==> config.mk <==
export PLATFORM = sky130hd
export DESIGN_NAME = cmrm_fifo
export DESIGN_NICKNAME = d
export VERILOG_FILES = /design/src/rtl/context_map_rle_mtf_decoder_assert.svh /design/src/rtl/cmrm_fifo.sv
export SDC_FILE = /design/constraint.sdc
export NUM_CORES = 1
export LEC_CHECK = 0
export BUFFER_PORTS_ARGS = -buffer_cell sky130_fd_sc_hd__buf_2
export CORE_MARGIN = 5
export CORE_UTILIZATION = 53
export CTS_BUF_LIST = sky130_fd_sc_hd__clkbuf_8
export CTS_CLUSTER_SIZE = 16
export DETAILED_ROUTE_END_ITERATION = 8
export PLACE_DENSITY = 0.83
export SKIP_LAST_GASP = 1
export SYNTH_ARGS = -nofsm -noshare
export SYNTH_HDL_FRONTEND = slang
export SYNTH_SLANG_ARGS = --single-unit
==> constraint.sdc <==
create_clock -name clk -period 1.9 [get_ports clk]
set_clock_uncertainty 0.2 [all_clocks]
set_input_delay 0.285 -clock clk [delete_from_list [all_inputs] [get_ports clk]]
set_output_delay 0.285 -clock clk [all_outputs]
set_load 0.05 [all_outputs]
==> src/rtl/context_map_rle_mtf_decoder_assert.svh <==
// Assertion macros for the context map decoder.
// Included by the top level; no other dependencies.
`ifndef CONTEXT_MAP_RLE_MTF_DECODER_ASSERT_SVH
`define CONTEXT_MAP_RLE_MTF_DECODER_ASSERT_SVH
`ifndef SYNTHESIS
`define CMRM_ASSERT_SAME(label, clk, rst_n, ante, cons, msg) \
	label: assert property (@(posedge clk) disable iff (!rst_n) (ante) |-> (cons)) \
		else $error(msg);
`define CMRM_ASSERT_NEXT(label, clk, rst_n, ante, cons, msg) \
	label: assert property (@(posedge clk) disable iff (!rst_n) (ante) |=> (cons)) \
		else $error(msg);
`else
`define CMRM_ASSERT_SAME(label, clk, rst_n, ante, cons, msg)
`define CMRM_ASSERT_NEXT(label, clk, rst_n, ante, cons, msg)
`endif
`endif

==> src/rtl/cmrm_fifo.sv <==
// Small synchronous queue used between the decoder stages.
// No dependencies.
module cmrm_fifo #(
	parameter int WIDTH = 8,
	parameter int DEPTH = 2
) (
	input  logic             clk,
	input  logic             arst_n,
	input  logic             push,
	output logic             full,
	input  logic [WIDTH-1:0] wdata,
	input  logic             pop,
	output logic             empty,
	output logic [WIDTH-1:0] rdata
);
	localparam int ADDR_W = (DEPTH > 1) ? $clog2(DEPTH) : 1;

	logic [WIDTH-1:0] mem_q [DEPTH];
	logic [ADDR_W:0]  wr_ptr_q;
	logic [ADDR_W:0]  rd_ptr_q;
	logic             do_push;
	logic             do_pop;

	assign empty   = (wr_ptr_q == rd_ptr_q);
	assign full    = (wr_ptr_q[ADDR_W] != rd_ptr_q[ADDR_W]) &&
		(wr_ptr_q[ADDR_W-1:0] == rd_ptr_q[ADDR_W-1:0]);
	assign do_push = push && !full;
	assign do_pop  = pop && !empty;
	assign rdata   = mem_q[rd_ptr_q[ADDR_W-1:0]];

	always_ff @(posedge clk or negedge arst_n) begin
		if (!arst_n) begin
			wr_ptr_q <= '0;
			rd_ptr_q <= '0;
		end else begin
			if (do_push) begin
				wr_ptr_q <= wr_ptr_q + 1'b1;
			end
			if (do_pop) begin
				rd_ptr_q <= rd_ptr_q + 1'b1;
			end
		end
	end

	always_ff @(posedge clk) begin
		if (do_push) begin
			mem_q[wr_ptr_q[ADDR_W-1:0]] <= wdata;
		end
	end

endmodule

==> insert_results.sql <==
INSERT INTO impl_metrics (metric_group, metric, value, unit) VALUES
('timing', 'setup_slack', '0.07695', 'ns'),
('worst_setup_path', 'timing.setup.critical_path_class', 'reg2out', ''),
('synthesis', 'yosys_warnings', '0', ''),
('clocking', 'tritoncts', 'done', ''),
('worst_setup_path', 'regToRegSetupSlack', '0.36', 'ns'),
('place', 'buffers_added_on_ports', '21', ''),
('outcome', 'status', 'completed', ''),
('place', 'preCtsSetupSlack', '0.3505', 'ns'),
('timing', 'final.period_utilization', '95.95', '%'),
('synthesis', 'ys_dominant_reg_cell', 'sky130_fd_sc_hd__edfxtp_1', ''),
('timing', 'post-route-min-period', '1.823', 'ns'),
('route', 'drtPass1Iterations', '3', ''),
('route', 'vias_per_cell', '5.082', ''),
('layout', 'n_antenna_cell', '0', ''),
('worst_setup_path', 'timing.critical_path.arrival', '1.34', 'ns'),
('layout', 'seq_area', '580.6', 'um2'),
('synthesis', 'synth_largest_type_area_fraction', '56.97', '%'),
('worst_setup_path', 'slowest_stage', 'sky130_fd_sc_hd__dfrtp_1', ''),
('floorplan', 'die_x', '49.89', 'um'),
('global_route', 'first_global_vias', '529', ''),
('timing', 'setup_repair_after_global_routing_missed_its_margin', 'false', ''),
('synthesis', 'asyncSetResetFlopFracSynth', '20.00', '%'),
('synthesis', 'synth.distinct_cells', '20', ''),
('synthesis', 'flip_flop_and_latch_count_after_synthesis', '20', ''),
('global_route', 'antenna_found_initial', '0', ''),
('worst_hold_path', 'number_of_stages_on_the_worst_hold_path', '1', ''),
('worst_hold_path', 'hold_path_startpoint', 'wdata[3]', ''),
('place', 'placed_area', '977.2', 'um2'),
('clocking', 'clock-sinks', '20', ''),
('place', 'dpl.hpwl', '954.8', 'um'),
('worst_setup_path', 'crit_path_start_kind', 'register', ''),
('layout', 'multiInputGateArea', '237.7', 'um2'),
('worst_setup_path', 'critical_path_peak_fanout', '11', ''),
('floorplan', 'start_util', '55.98', '%'),
('synthesis', 'synth_area_leaders', 'sky130_fd_sc_hd__edfxtp_1 57%, sky130_fd_sc_hd__mux2_2 12%, sky130_fd_sc_hd__dfrtp_1 12%', ''),
('worst_setup_path', 'critical_path.n_buffers_inverters', '2', ''),
('clocking', 'cts_root_buffer', 'sky130_fd_sc_hd__clkbuf_8', ''),
('synthesis', 'mappedNetlistNets', '67', ''),
('clocking', 'cts.repair_timing.setup_buffer_count', '0', ''),
('worst_setup_path', 'reg2regPathDepth', '4', ''),
('global_route', 'grt_max_degree', '13', ''),
('global_route', 'gr-total-overflow', '0', ''),
('layout', 'nFillCells', '98', ''),
('layout', 'flow.area_growth_from_synthesis', '26.11', '%'),
('synthesis', 'ys_seq_area_share', '68.84', '%'),
('clocking', 'tritoncts.num_buffers', '3', ''),
('worst_hold_path', 'sink_of_the_worst_hold_path', 'mem_q[0][3]', ''),
('synthesis', 'synth_most_common_cell', 'sky130_fd_sc_hd__edfxtp_1', ''),
('layout', 'final_layout_size_suffix_gt1_share', '47.56', '%'),
('route', 'detailed_route_wl', '1.304', 'mm'),
('worst_hold_path', 'hold_path_class', 'in2reg', ''),
('timing', 'setup_viol', '0', ''),
('clocking', 'clock_insertion_delay_worst_skew', '0.25', 'ns'),
('worst_setup_path', 'crit_path_end_kind', 'output port', ''),
('timing', 'timing.slew.headroom', '82.82', '%'),
('clocking', 'worst_setup_hold_path_clk_slew', '0.07', 'ns'),
('floorplan', 'ioPinCount', '22', ''),
('clocking', 'cts_buffer_depth', '2', ''),
('synthesis', 'synth_enable_flop_cells', '16', ''),
('worst_setup_path', 'max_stage_delay', '0.35', 'ns'),
('layout', 'utilization', '70.60', '%'),
('route', 'route.detailed.drc', '0', ''),
('synthesis', 'synthesis.area_per_instance', '15.33', 'um2'),
('clocking', 'number_of_h_tree_branching_levels', '1', ''),
('timing', 'clock.fmax', '548.5', 'MHz'),
('floorplan', 'core_region_area', '1506', 'um2'),
('route', 'dr_total_vias', '498', ''),
('global_route', 'grt_pass1_wl', '2.304', 'mm'),
('synthesis', 'netlist.top_cell.by_area', 'sky130_fd_sc_hd__edfxtp_1', ''),
('layout', 'finish.instance_area', '1064', 'um2'),
('route', 'detail_route.wl_per_cell', '13.31', 'um');
## repair_timing
action	in CTS	in global routing
resized for setup	0	3
endpoints found under the setup margin	0	2
hold endpoints to repair	4	0
hold buffers	1	0
## stage by stage
step / TNS (ns) / hold WS (ns) / std cells
after floorplan: -0.05859 / -0.2106 / 55
after global placement: 0 / -0.1019 / 93
after detailed placement: 0 / -0.09996 / 93
after CTS: 0 / 0.009246 / 98
after global routing: 0 / 0.007856 / 98
final: 0 / 0.01390 / 98
## cell usage in the layout (no fill, tap or decap)
cell type	n
sky130_fd_sc_hd__bufinv_16	1
sky130_fd_sc_hd__xor2_1	1
sky130_fd_sc_hd__mux2_2	9
sky130_fd_sc_hd__nand2_1	4
sky130_fd_sc_hd__dlygate4sd3_1	1
sky130_fd_sc_hd__clkbuf_4	1
sky130_fd_sc_hd__nand3_1	1
sky130_fd_sc_hd__xnor2_1	1
sky130_fd_sc_hd__buf_4	5
sky130_fd_sc_hd__o211ai_1	1
sky130_fd_sc_hd__nand2b_1	2
sky130_fd_sc_hd__a21boi_0	1
sky130_fd_sc_hd__nor2_1	4
sky130_fd_sc_hd__o21ai_0	2
sky130_fd_sc_hd__dfrtp_1	4
sky130_fd_sc_hd__mux2i_1	2
sky130_fd_sc_hd__buf_2	19
sky130_fd_sc_hd__edfxtp_1	16
sky130_fd_sc_hd__a21oi_1	1
sky130_fd_sc_hd__inv_1	1
sky130_fd_sc_hd__xor2_2	1
sky130_fd_sc_hd__o21ai_1	1
sky130_fd_sc_hd__clkbuf_8	3
## metal layers
layer	vias up	part of all wire [%]	global-route usage [%]
met1	230	45	14.98
met4	0	1.2	5.240
met5	-	0	0
li1	251	-	-
met3	4	6.4	4.518
met2	13	47	18.64
## worst max path at each step
stage / startpoint / end / slack [ns] / cells past startpoint
floorplan: rd_ptr_q[0] / empty / -0.03 / 4
global placement: rd_ptr_q[0] / rdata[3] / 0.36 / 3
detailed placement: rd_ptr_q[0] / rdata[3] / 0.35 / 3
CTS: rd_ptr_q[0] / empty / 0.06 / 4
global route: rd_ptr_q[0] / empty / 0.02 / 4
finish: rd_ptr_q[0] / rdata[3] / 0.08 / 3
## cell type report
cell class                      instances  area share, %
Sequential cell                        20          54.59
Multi-Input combinational cell         31          22.35
Timing Repair Buffer                   26          14.12
Clock buffer                            3          3.882
Clock inverter                          1          2.824
Tap cell                               16          1.882
Inverter                                1         0.3529
## flip-flops by register name, indices dropped and copies added (netlist names)
name	cells
mem_q	16
rd_ptr_q	2
wr_ptr_q	2
## cells by family (layout without fill, tap and decap cells)
logic type	after synthesis	count (layout)	share of synthesized area (%)
compound gates	6	6	4.154
xor+xnor	3	3	4.007
buf+inv	4	31	2.966
flops	20	20	68.84
mux	11	11	14.39
simple gates	11	11	5.636
Power is left out: the tool's default activity adds up to more than one toggle a clock period on the data nets, which glitch-free logic cannot reach.
