**config.mk**
```make
export PLATFORM = sky130hd
export DESIGN_NAME = cmrm_front
export DESIGN_NICKNAME = d
export VERILOG_FILES = /design/src/rtl/context_map_rle_mtf_decoder_assert.svh /design/src/rtl/cmrm_pkg.sv /design/src/rtl/cmrm_front.sv
export SDC_FILE = /design/constraint.sdc
export NUM_CORES = 1
export LEC_CHECK = 0
export ABC_AREA = 1
export ABC_CLOCK_PERIOD_IN_PS = 4880
export BUFFER_PORTS_ARGS = -buffer_cell sky130_fd_sc_hd__clkbuf_2
export CORE_MARGIN = 4
export CORE_UTILIZATION = 56
export DETAILED_ROUTE_END_ITERATION = 12
export PLACE_DENSITY = 0.87
export REMOVE_ABC_BUFFERS = 1
export SLEW_MARGIN = 40
export SYNTH_ARGS = -nofsm -noshare
export SYNTH_HDL_FRONTEND = slang
export SYNTH_SLANG_ARGS = --single-unit
```
**constraint.sdc**
```tcl
create_clock -name clk -period 4.88 [get_ports clk]
set_input_delay 1.22 -clock clk [delete_from_list [all_inputs] [get_ports clk]]
set_output_delay 1.22 -clock clk [all_outputs]
set_load 0.02 [all_outputs]
```
**src/rtl/context_map_rle_mtf_decoder_assert.svh**
```systemverilog
// Assertion macros for the context map decoder.
// Included by the top level; no other dependencies.
`ifndef CONTEXT_MAP_RLE_MTF_DECODER_ASSERT_SVH
`define CONTEXT_MAP_RLE_MTF_DECODER_ASSERT_SVH
`ifndef SYNTHESIS
`define CMRM_ASSERT_SAME(label, clk, rst_n, ante, cons, msg) \
	label: assert property (@(posedge clk) disable iff (!rst_n) (ante) |-> (cons)) \
		else $error(msg);
`define CMRM_ASSERT_NEXT(label, clk, rst_n, ante, cons, msg) \
	label: assert property (@(posedge clk) disable iff (!rst_n) (ante) |=> (cons)) \
		else $error(msg);
`else
`define CMRM_ASSERT_SAME(label, clk, rst_n, ante, cons, msg)
`define CMRM_ASSERT_NEXT(label, clk, rst_n, ante, cons, msg)
`endif
`endif

```
**src/rtl/cmrm_pkg.sv**
```systemverilog
// Shared types and constants of the context map decoder.
// No dependencies.
package cmrm_pkg;

	localparam int MAP_SIZE_W = 15;
	localparam int LIMIT_W    = 5;
	localparam int SYMBOL_W   = 9;
	localparam int EXTRA_W    = 16;
	localparam int VALUE_W    = 8;
	localparam int COUNT_W    = 17;
	localparam int MTF_ENTRIES = 256;
	localparam int CFG_INDEX_W = 2;
	localparam logic [LIMIT_W-1:0] MAX_RUN_PREFIX = 5'd16;

	localparam logic [CFG_INDEX_W-1:0] CFG_MAP_SIZE         = 2'd0;
	localparam logic [CFG_INDEX_W-1:0] CFG_RUN_PREFIX_LIMIT = 2'd1;
	localparam logic [CFG_INDEX_W-1:0] CFG_MTF_ENABLE       = 2'd2;

	typedef struct packed {
		logic                first_symbol;
		logic [SYMBOL_W-1:0] symbol;
		logic [EXTRA_W-1:0]  extra_bits;
	} in_item_t;

	typedef struct packed {
		logic [VALUE_W-1:0] value;
		logic [COUNT_W-1:0] count;
		logic               overflow_error;
		logic               map_complete;
	} out_item_t;

	typedef struct packed {
		logic                  first;
		logic [VALUE_W-1:0]    index;
		logic [COUNT_W-1:0]    length;
	} cls_item_t;

	typedef struct packed {
		logic [MAP_SIZE_W-1:0] map_size;
		logic [LIMIT_W-1:0]    run_prefix_limit;
		logic                  mtf_enable;
	} cfg_t;

endpackage

```
**src/rtl/cmrm_front.sv**
```systemverilog
// Front stage: accepts symbols and turns each into an index and a length.
// Depends on cmrm_pkg.
module cmrm_front import cmrm_pkg::*; (
	input  logic      clk,
	input  logic      arst_n,
	input  cfg_t      cfg,
	input  logic      push,
	output logic      full,
	input  in_item_t  item,
	output logic      q_push,
	input  logic      q_full,
	output cls_item_t q_item
);
	logic [LIMIT_W-1:0] limit;
	logic [COUNT_W-1:0] pow;
	logic [COUNT_W-1:0] mask;
	cls_item_t          cls;
	logic               load;
	logic               valid_s1;
	cls_item_t          item_s1;

	always_comb begin
		limit = (cfg.run_prefix_limit > MAX_RUN_PREFIX) ? MAX_RUN_PREFIX :
			cfg.run_prefix_limit;
		pow   = COUNT_W'(1) << item.symbol[LIMIT_W-1:0];
		mask  = pow - COUNT_W'(1);
		cls.first = item.first_symbol;
		if (item.symbol == '0) begin
			cls.index  = '0;
			cls.length = COUNT_W'(1);
		end else if (item.symbol <= SYMBOL_W'(limit)) begin
			cls.index  = '0;
			cls.length = pow + (COUNT_W'(item.extra_bits) & mask);
		end else begin
			cls.index  = item.symbol[VALUE_W-1:0] - VALUE_W'(limit);
			cls.length = COUNT_W'(1);
		end
	end

	assign full   = valid_s1 && q_full;
	assign load   = push && !full;
	assign q_push = valid_s1;
	assign q_item = item_s1;

	always_ff @(posedge clk or negedge arst_n) begin
		if (!arst_n) begin
			valid_s1 <= 1'b0;
		end else if (load) begin
			valid_s1 <= 1'b1;
		end else if (!q_full) begin
			valid_s1 <= 1'b0;
		end
	end

	always_ff @(posedge clk) begin
		if (load) begin
			item_s1 <= cls;
		end
	end

endmodule

```
==> run_summary.xml, run 1 <==
<?xml version="1.0" encoding="UTF-8"?>
<metrics>
  <group name="placement">
    <metric name="finalWeightedCongestion" unit="">0.9174</metric>
    <metric name="dpl.hpwl" unit="µm">4783</metric>
    <metric name="pre_cts_slack" unit="ps">619.4</metric>
    <metric name="place.port_buffers" unit="">62</metric>
  </group>
  <group name="detailed_routing">
    <metric name="top_layer_used" unit="">met4</metric>
    <metric name="met3WireLength" unit="µm">366</metric>
    <metric name="ratio_of_routed_vias_to_standard_cells" unit="">5.416</metric>
    <metric name="via_count" unit="">2432</metric>
    <metric name="detailedRoute.firstPassIterationCount" unit="">4</metric>
    <metric name="detailed_route_wire_length_on_metal_1" unit="µm">2515</metric>
    <metric name="drt-total-wl" unit="µm">5736</metric>
    <metric name="initial_drt_markers" unit="">221</metric>
    <metric name="antenna_violating_nets_post_route" unit="">0</metric>
    <metric name="detailroute.wirelength.met2" unit="µm">2696</metric>
    <metric name="wl_per_cell" unit="µm">12.78</metric>
    <metric name="remaining_drc_errors" unit="">0</metric>
  </group>
  <group name="finish">
    <metric name="layout.nets" unit="">466</metric>
    <metric name="drive_gt1_frac" unit="">0.2682</metric>
    <metric name="most_common_cell_after_layout_fill_and_taps_aside" unit="">sky130_fd_sc_hd__clkbuf_2</metric>
    <metric name="layout.cells.most_common_list" unit="">sky130_fd_sc_hd__clkbuf_2, sky130_fd_sc_hd__nand2_1, sky130_fd_sc_hd__nor2_1</metric>
    <metric name="flow.area_growth_from_synthesis" unit="%">17.29</metric>
    <metric name="filler_cell_count" unit="">346</metric>
    <metric name="diodes" unit="">0</metric>
    <metric name="final_util" unit="">0.6972</metric>
  </group>
  <group name="logic_synthesis">
    <metric name="synth_edf_count" unit="">26</metric>
    <metric name="synth_flop_cell" unit="">sky130_fd_sc_hd__edfxtp_1</metric>
    <metric name="synth-async-reset-ratio" unit="">0.03704</metric>
    <metric name="syn-cell-area" unit="µm²">2446</metric>
    <metric name="postSynthRegisterBits" unit="">27</metric>
    <metric name="syn_avg_cell_area" unit="µm²">7.346</metric>
    <metric name="synth_cell_type_count" unit="">36</metric>
    <metric name="synth_sequential_area_ratio" unit="">0.3294</metric>
    <metric name="synth_warnings" unit="">0</metric>
    <metric name="synthCells" unit="">333</metric>
  </group>
  <group name="clock_network">
    <metric name="cts_tree" unit="">built</metric>
    <metric name="clock-sinks" unit="">27</metric>
    <metric name="clk_path_buf_depth" unit="">2</metric>
    <metric name="cts_root_buffer" unit="">sky130_fd_sc_hd__clkbuf_8</metric>
    <metric name="post_cts.resized_instances" unit="">0</metric>
    <metric name="clkSlewWorstSetupHoldPaths" unit="ps">100</metric>
    <metric name="post-cts-setup-buffer-count" unit="">0</metric>
    <metric name="cts-hold-fix-buffers" unit="">0</metric>
    <metric name="ctsHtreeMaxLevel" unit="">1</metric>
    <metric name="total_clock_buffers_created_by_cts" unit="">3</metric>
    <metric name="insertion_delay" unit="ps">280</metric>
  </group>
  <group name="critical_path">
    <metric name="cp_data_arrival_time" unit="ps">4050</metric>
    <metric name="setup.reg_to_reg.worst_slack" unit="ps">3260</metric>
    <metric name="worst_setup_path_end_kind" unit="">register</metric>
    <metric name="element_type_at_the_critical_path_start" unit="">primary input</metric>
    <metric name="path_class" unit="">in -&gt; reg</metric>
    <metric name="worst-path-max-fanout" unit="">11</metric>
    <metric name="worstPathRequired" unit="ps">4930</metric>
  </group>
  <group name="status">
    <metric name="outcome" unit="">finished clean</metric>
  </group>
  <group name="global_routing">
    <metric name="grt_first_pass_wirelength" unit="µm">9425</metric>
    <metric name="globalRouteOverflowTotal" unit="">0</metric>
    <metric name="initial_antenna_violation_count" unit="">0</metric>
    <metric name="grt_start_max_net_pins" unit="">25</metric>
    <metric name="first_global_vias" unit="">2219</metric>
    <metric name="overall_routing_resource_usage" unit="">0.2197</metric>
  </group>
  <group name="sta">
    <metric name="rsz_0062_raised_after_global_routing" unit="">false</metric>
    <metric name="finalSetupViolCount" unit="">0</metric>
    <metric name="max_slew_margin" unit="">0.5241</metric>
    <metric name="ratio_of_final_minimum_period_to_clock_period" unit="">0.8202</metric>
    <metric name="timing.final.ws_setup" unit="ps">877.4</metric>
    <metric name="finalHoldViolations" unit="">0</metric>
    <metric name="maxClockFrequency" unit="MHz">249.8</metric>
    <metric name="clock_skew" unit="ps">2.349</metric>
    <metric name="timing_worst_slew_pin_value" unit="ps">712.2</metric>
    <metric name="slew_violations" unit="">0</metric>
    <metric name="timing.final.crit_period" unit="ps">4003</metric>
    <metric name="setup-tns-final" unit="ps">0</metric>
  </group>
  <group name="die">
    <metric name="placeableCoreArea" unit="µm²">4115</metric>
    <metric name="top_level_i_o_count" unit="">79</metric>
    <metric name="dieWidth" unit="µm">74.09</metric>
    <metric name="die_height" unit="µm">74.09</metric>
    <metric name="floorplan.initialDensity" unit="">0.5944</metric>
    <metric name="design.die.area" unit="µm²">5489</metric>
    <metric name="placement_rows" unit="">23</metric>
  </group>
  <group name="power_and_ir_drop">
    <metric name="power.share.sequential" unit="">0.473</metric>
    <metric name="cell_internal_pwr" unit="W">0.0003865</metric>
    <metric name="sw_frac_of_total" unit="">0.3317</metric>
    <metric name="clkPwrFrac" unit="">0.230</metric>
    <metric name="p_comb_frac" unit="">0.297</metric>
    <metric name="powerDensity" unit="nW/µm²">201.6</metric>
    <metric name="p_sw" unit="W">0.0001918</metric>
    <metric name="vdd.ir_drop.worst" unit="mV">0.1601</metric>
    <metric name="leakage_dissipation" unit="nW">1.366</metric>
  </group>
  <group name="hold_path">
    <metric name="class_of_the_tightest_hold_or_removal_check" unit="">reg -&gt; reg</metric>
  </group>
  <group name="run">
    <metric name="max_cap_violations" unit="">0</metric>
  </group>
</metrics>
-- power groups by stage --
stage | clock network, W | logic [W] | registers, W
2_1_floorplan | 0 | 0.0000969 | 0.000297
3_3_place_gp | 0 | 0.000165 | 0.000278
3_5_place_dp | 0 | 0.000170 | 0.000279
4_1_cts | 0.000132 | 0.000171 | 0.000274
5_1_grt | 0.000145 | 0.000191 | 0.000275
6_report | 0.000133 | 0.000172 | 0.000273
-- worst paths after layout --
kind,start,end,depth (start not counted)
max,item[18],q_item[15],21
min,q_push,q_push,2
max reg2reg,q_push,q_item[18],4
min in group asynchronous,arst_n,q_push,1
min reg2reg,q_push,q_push,2
max in group asynchronous,arst_n,q_push,1
-- flip-flops by register name, indices dropped and copies added, names as in the netlist --
| register | flops |
|---|---|
| q_push | 1 |
| q_item | 26 |
-- synth_stat cells (3+ instances only) --
cell | number | area, µm²
sky130_fd_sc_hd__nand4_1 | 5 | 31.28
sky130_fd_sc_hd__inv_2 | 4 | 15.01
sky130_fd_sc_hd__nand3b_1 | 4 | 30.03
sky130_fd_sc_hd__nand2_2 | 12 | 75.07
sky130_fd_sc_hd__inv_1 | 44 | 165.2
sky130_fd_sc_hd__nand2_4 | 3 | 33.78
sky130_fd_sc_hd__nor2_2 | 4 | 25.02
sky130_fd_sc_hd__a21oi_1 | 23 | 115.1
sky130_fd_sc_hd__nor2_4 | 6 | 67.56
sky130_fd_sc_hd__nor3_1 | 3 | 15.01
sky130_fd_sc_hd__nand3_2 | 8 | 80.08
sky130_fd_sc_hd__nand3_1 | 26 | 130.1
sky130_fd_sc_hd__xor2_1 | 3 | 26.28
sky130_fd_sc_hd__nor2_1 | 54 | 202.7
sky130_fd_sc_hd__ha_1 | 14 | 175.2
sky130_fd_sc_hd__nor3b_1 | 3 | 22.52
sky130_fd_sc_hd__nand2_1 | 60 | 225.2
sky130_fd_sc_hd__edfxtp_1 | 26 | 780.8
sky130_fd_sc_hd__o21ai_0 | 11 | 55.05
-- through the flow --
stage	cell area, µm²	std cells	total power (W)	hold WS, ps
after detailed placement	2823	445	0.0004491	488.9
after floorplan	2427	331	0.0003935	596.9
after global placement	2818	445	0.0004430	469.0
final	2869	449	0.0005783	509.6
after global routing	2869	449	0.0006109	572.8
after CTS	2869	449	0.0005769	510.7
-- critical path, stage by stage --
cell and delay (ps):
sky130_fd_sc_hd__clkbuf_2 210, sky130_fd_sc_hd__inv_2 160, sky130_fd_sc_hd__nand2_1 110, sky130_fd_sc_hd__nor2_1 40
sky130_fd_sc_hd__inv_1 130, sky130_fd_sc_hd__ha_1 230, sky130_fd_sc_hd__nand2_1 120, sky130_fd_sc_hd__nor2_1 330
sky130_fd_sc_hd__inv_1 100, sky130_fd_sc_hd__a21oi_1 170, sky130_fd_sc_hd__a21oi_1 90, sky130_fd_sc_hd__ha_1 360
sky130_fd_sc_hd__inv_1 100, sky130_fd_sc_hd__nor3_1 230, sky130_fd_sc_hd__inv_1 60, sky130_fd_sc_hd__nor2_1 100
sky130_fd_sc_hd__nand2_1 50, sky130_fd_sc_hd__nand3_1 80, sky130_fd_sc_hd__nand2_1 50, sky130_fd_sc_hd__nand2_1 60
sky130_fd_sc_hd__nor2_1 40
-- per-layer routing --
metal / up-vias / GRT usage
met5: - / 0
met4: 0 / 0.1046
met3: 15 / 0.01486
met2: 83 / 0.3642
met1: 1090 / 0.2920
li1: 1244 / -
-- logic make-up after synthesis --
logic type	count (synthesis)	share of synthesized area
adder cells (fa/ha/maj)	15	0.07980
XOR/XNOR	5	0.01791
AO/OA/AOI/OAI	43	0.09718
buffers and inverters	52	0.08542
AND/OR/NAND/NOR	190	0.3887
flip-flops	27	0.3294
other	1	0.001533
-- area by class of cell --
cell class,instances,area [µm²],share of cell area
Clock inverter,1,5.005,0.001744
Timing Repair Buffer,64,325.3,0.1134
Multi-Input combinational cell,254,1439,0.5015
Tap cell,50,62.56,0.02181
Clock buffer,3,41.29,0.01439
Inverter,50,190.2,0.06629
Sequential cell,27,805.8,0.2809
No activity file was read; power rests on OpenSTA's default activity.
==> run 2: changes to the inputs <==
ABC_CLOCK_PERIOD_IN_PS = 4090   (was 4880)
CORE_UTILIZATION = 52   (was 56)
PLACE_DENSITY = 0.82   (was 0.87)
clock period = 4.09 ns   (was 4.88 ns; I/O delays follow)
==> run_summary.xml, run 2 (synthesized netlist as in run 1, its figures left out) <==
<?xml version="1.0" encoding="UTF-8"?>
<metrics>
  <group name="power_and_ir_drop">
    <metric name="p_sw" unit="W">0.0002262</metric>
    <metric name="vdd.ir_drop.worst" unit="mV">0.1323</metric>
    <metric name="power.share.sequential" unit="">0.472</metric>
    <metric name="clkPwrFrac" unit="">0.223</metric>
    <metric name="sw_frac_of_total" unit="">0.3276</metric>
    <metric name="cell_internal_pwr" unit="W">0.0004644</metric>
    <metric name="powerDensity" unit="nW/µm²">237.8</metric>
    <metric name="p_comb_frac" unit="">0.305</metric>
    <metric name="leakage_dissipation" unit="nW">1.389</metric>
  </group>
  <group name="die">
    <metric name="dieWidth" unit="µm">76.59</metric>
    <metric name="placeableCoreArea" unit="µm²">4444</metric>
    <metric name="design.die.area" unit="µm²">5865</metric>
    <metric name="floorplan.initialDensity" unit="">0.5504</metric>
    <metric name="top_level_i_o_count" unit="">79</metric>
    <metric name="placement_rows" unit="">24</metric>
    <metric name="die_height" unit="µm">76.59</metric>
  </group>
  <group name="finish">
    <metric name="most_common_cell_after_layout_fill_and_taps_aside" unit="">sky130_fd_sc_hd__clkbuf_2</metric>
    <metric name="drive_gt1_frac" unit="">0.2772</metric>
    <metric name="flow.area_growth_from_synthesis" unit="%">18.72</metric>
    <metric name="largest_register_ffs" unit="">26</metric>
    <metric name="layout.nets" unit="">471</metric>
    <metric name="diodes" unit="">0</metric>
    <metric name="final_util" unit="">0.6534</metric>
    <metric name="filler_cell_count" unit="">396</metric>
    <metric name="area_taken_by_multi_input_logic_gates" unit="µm²">1434</metric>
    <metric name="layout.cells.most_common_list" unit="">sky130_fd_sc_hd__clkbuf_2, sky130_fd_sc_hd__nand2_1, sky130_fd_sc_hd__nor2_1</metric>
    <metric name="register_area" unit="µm²">805.8</metric>
  </group>
  <group name="clock_network">
    <metric name="clk_path_buf_depth" unit="">2</metric>
    <metric name="total_clock_buffers_created_by_cts" unit="">3</metric>
    <metric name="cts_root_buffer" unit="">sky130_fd_sc_hd__clkbuf_8</metric>
    <metric name="cts_tree" unit="">built</metric>
    <metric name="clkSlewWorstSetupHoldPaths" unit="ps">90</metric>
    <metric name="clock-sinks" unit="">27</metric>
    <metric name="post_cts.resized_instances" unit="">0</metric>
    <metric name="post-cts-setup-buffer-count" unit="">0</metric>
    <metric name="insertion_delay" unit="ps">270</metric>
    <metric name="cts-hold-fix-buffers" unit="">0</metric>
    <metric name="ctsHtreeMaxLevel" unit="">1</metric>
  </group>
  <group name="critical_path">
    <metric name="worstPathRequired" unit="ps">4130</metric>
    <metric name="worst_setup_path_end_kind" unit="">register</metric>
    <metric name="element_type_at_the_critical_path_start" unit="">primary input</metric>
    <metric name="cp_data_arrival_time" unit="ps">3730</metric>
    <metric name="path_class" unit="">in -&gt; reg</metric>
    <metric name="worst-path-max-fanout" unit="">6</metric>
  </group>
  <group name="placement">
    <metric name="finalWeightedCongestion" unit="">0.8840</metric>
    <metric name="place.port_buffers" unit="">62</metric>
    <metric name="pre_cts_slack" unit="ps">167.6</metric>
    <metric name="dpl.hpwl" unit="µm">4792</metric>
  </group>
  <group name="detailed_routing">
    <metric name="initial_drt_markers" unit="">162</metric>
    <metric name="via_count" unit="">2433</metric>
    <metric name="wl_per_cell" unit="µm">12.85</metric>
    <metric name="remaining_drc_errors" unit="">0</metric>
    <metric name="antenna_violating_nets_post_route" unit="">0</metric>
    <metric name="detailedRoute.firstPassIterationCount" unit="">4</metric>
    <metric name="drt-total-wl" unit="µm">5860</metric>
    <metric name="ratio_of_routed_vias_to_standard_cells" unit="">5.336</metric>
  </group>
  <group name="sta">
    <metric name="clock_skew" unit="ps">1.210</metric>
    <metric name="finalSetupViolCount" unit="">0</metric>
    <metric name="finalHoldViolations" unit="">0</metric>
    <metric name="ratio_of_final_minimum_period_to_clock_period" unit="">0.9034</metric>
    <metric name="slew_violations" unit="">0</metric>
    <metric name="timing.final.ws_setup" unit="ps">395.2</metric>
    <metric name="maxClockFrequency" unit="MHz">270.7</metric>
    <metric name="timing.final.crit_period" unit="ps">3695</metric>
    <metric name="setup-tns-final" unit="ps">0</metric>
    <metric name="rsz_0062_raised_after_global_routing" unit="">false</metric>
  </group>
  <group name="status">
    <metric name="outcome" unit="">finished clean</metric>
  </group>
  <group name="global_routing">
    <metric name="globalRouteOverflowTotal" unit="">0</metric>
    <metric name="grt_first_pass_wirelength" unit="µm">10120</metric>
    <metric name="initial_antenna_violation_count" unit="">0</metric>
    <metric name="grt_start_max_net_pins" unit="">27</metric>
    <metric name="first_global_vias" unit="">2344</metric>
    <metric name="overall_routing_resource_usage" unit="">0.2047</metric>
  </group>
  <group name="run">
    <metric name="max_cap_violations" unit="">0</metric>
  </group>
  <group name="hold_path">
    <metric name="class_of_the_tightest_hold_or_removal_check" unit="">in -&gt; async</metric>
  </group>
</metrics>
==> run 2: cell count changes in the layout (fill, tap and decap cells not counted) <==
cell,previous run,this run
sky130_fd_sc_hd__nor2_4,7,6
sky130_fd_sc_hd__buf_4,2,7
sky130_fd_sc_hd__nor2_2,4,5
==> run 2: power by group through the flow <==
stage | registers [W] | logic [W] | clock network, W
4_1_cts | 0.000327 | 0.000209 | 0.000160
5_1_grt | 0.000328 | 0.000234 | 0.000171
6_report | 0.000326 | 0.000211 | 0.000154
3_5_place_dp | 0.000333 | 0.000208 | 0
3_3_place_gp | 0.000332 | 0.000202 | 0
2_1_floorplan | 0.000354 | 0.000116 | 0
==> run 2: cell type report <==
cell class | count | share of cell area
Tap cell | 52 | 0.02240
Timing Repair Buffer | 69 | 0.1249
Clock inverter | 1 | 0.001723
Inverter | 50 | 0.06549
Sequential cell | 27 | 0.2775
Multi-Input combinational cell | 254 | 0.4938
Clock buffer | 3 | 0.01422
==> run 2: stage by stage <==
stage | total power [W] | instances | instance area [µm²] | hold WS, ps
final | 0.0006907 | 456 | 2904 | 500.0
after global routing | 0.0007333 | 456 | 2904 | 496.1
after CTS | 0.0006959 | 456 | 2904 | 494.9
after detailed placement | 0.0005410 | 452 | 2858 | 502.8
after global placement | 0.0005341 | 452 | 2858 | 471.0
after floorplan | 0.0004695 | 331 | 2427 | 596.9
==> run 2: per-layer routing <==
layer / GRT usage / part of all wire
met5: 0 / 0
met1: 0.2664 / 0.44
met3: 0.01773 / 0.066
met2: 0.3594 / 0.48
met4: 0.06159 / 0.015
==> run 2: worst paths after layout <==
path | start | to | slack [ps] | depth (start not counted)
max in group asynchronous | arst_n | q_push | 3510 | 1
min in group clk | q_push | q_push | 520 | 2
worst min-delay path | arst_n | q_push | 500 | 1
worst min register to register | q_push | q_push | 520 | 2
worst max register to register | q_push | q_item[9] | 2800 | 4
worst max-delay path | item[20] | q_item[15] | 400 | 21
==> run 2: worst max-delay path: stages <==
cell	delay, ps
sky130_fd_sc_hd__clkbuf_2	180
sky130_fd_sc_hd__nor2_4	70
sky130_fd_sc_hd__inv_4	90
sky130_fd_sc_hd__nor2_1	50
sky130_fd_sc_hd__inv_1	130
sky130_fd_sc_hd__ha_1	230
sky130_fd_sc_hd__nand2_1	110
sky130_fd_sc_hd__nor2_1	340
sky130_fd_sc_hd__inv_1	100
sky130_fd_sc_hd__a21oi_1	190
sky130_fd_sc_hd__a21oi_1	100
sky130_fd_sc_hd__ha_1	310
sky130_fd_sc_hd__inv_1	90
sky130_fd_sc_hd__nor3_1	230
sky130_fd_sc_hd__inv_1	70
sky130_fd_sc_hd__nor2_1	100
sky130_fd_sc_hd__nand2_1	50
sky130_fd_sc_hd__nand3_1	90
sky130_fd_sc_hd__nand2_1	60
sky130_fd_sc_hd__nand2_1	50
sky130_fd_sc_hd__nor2_1	40
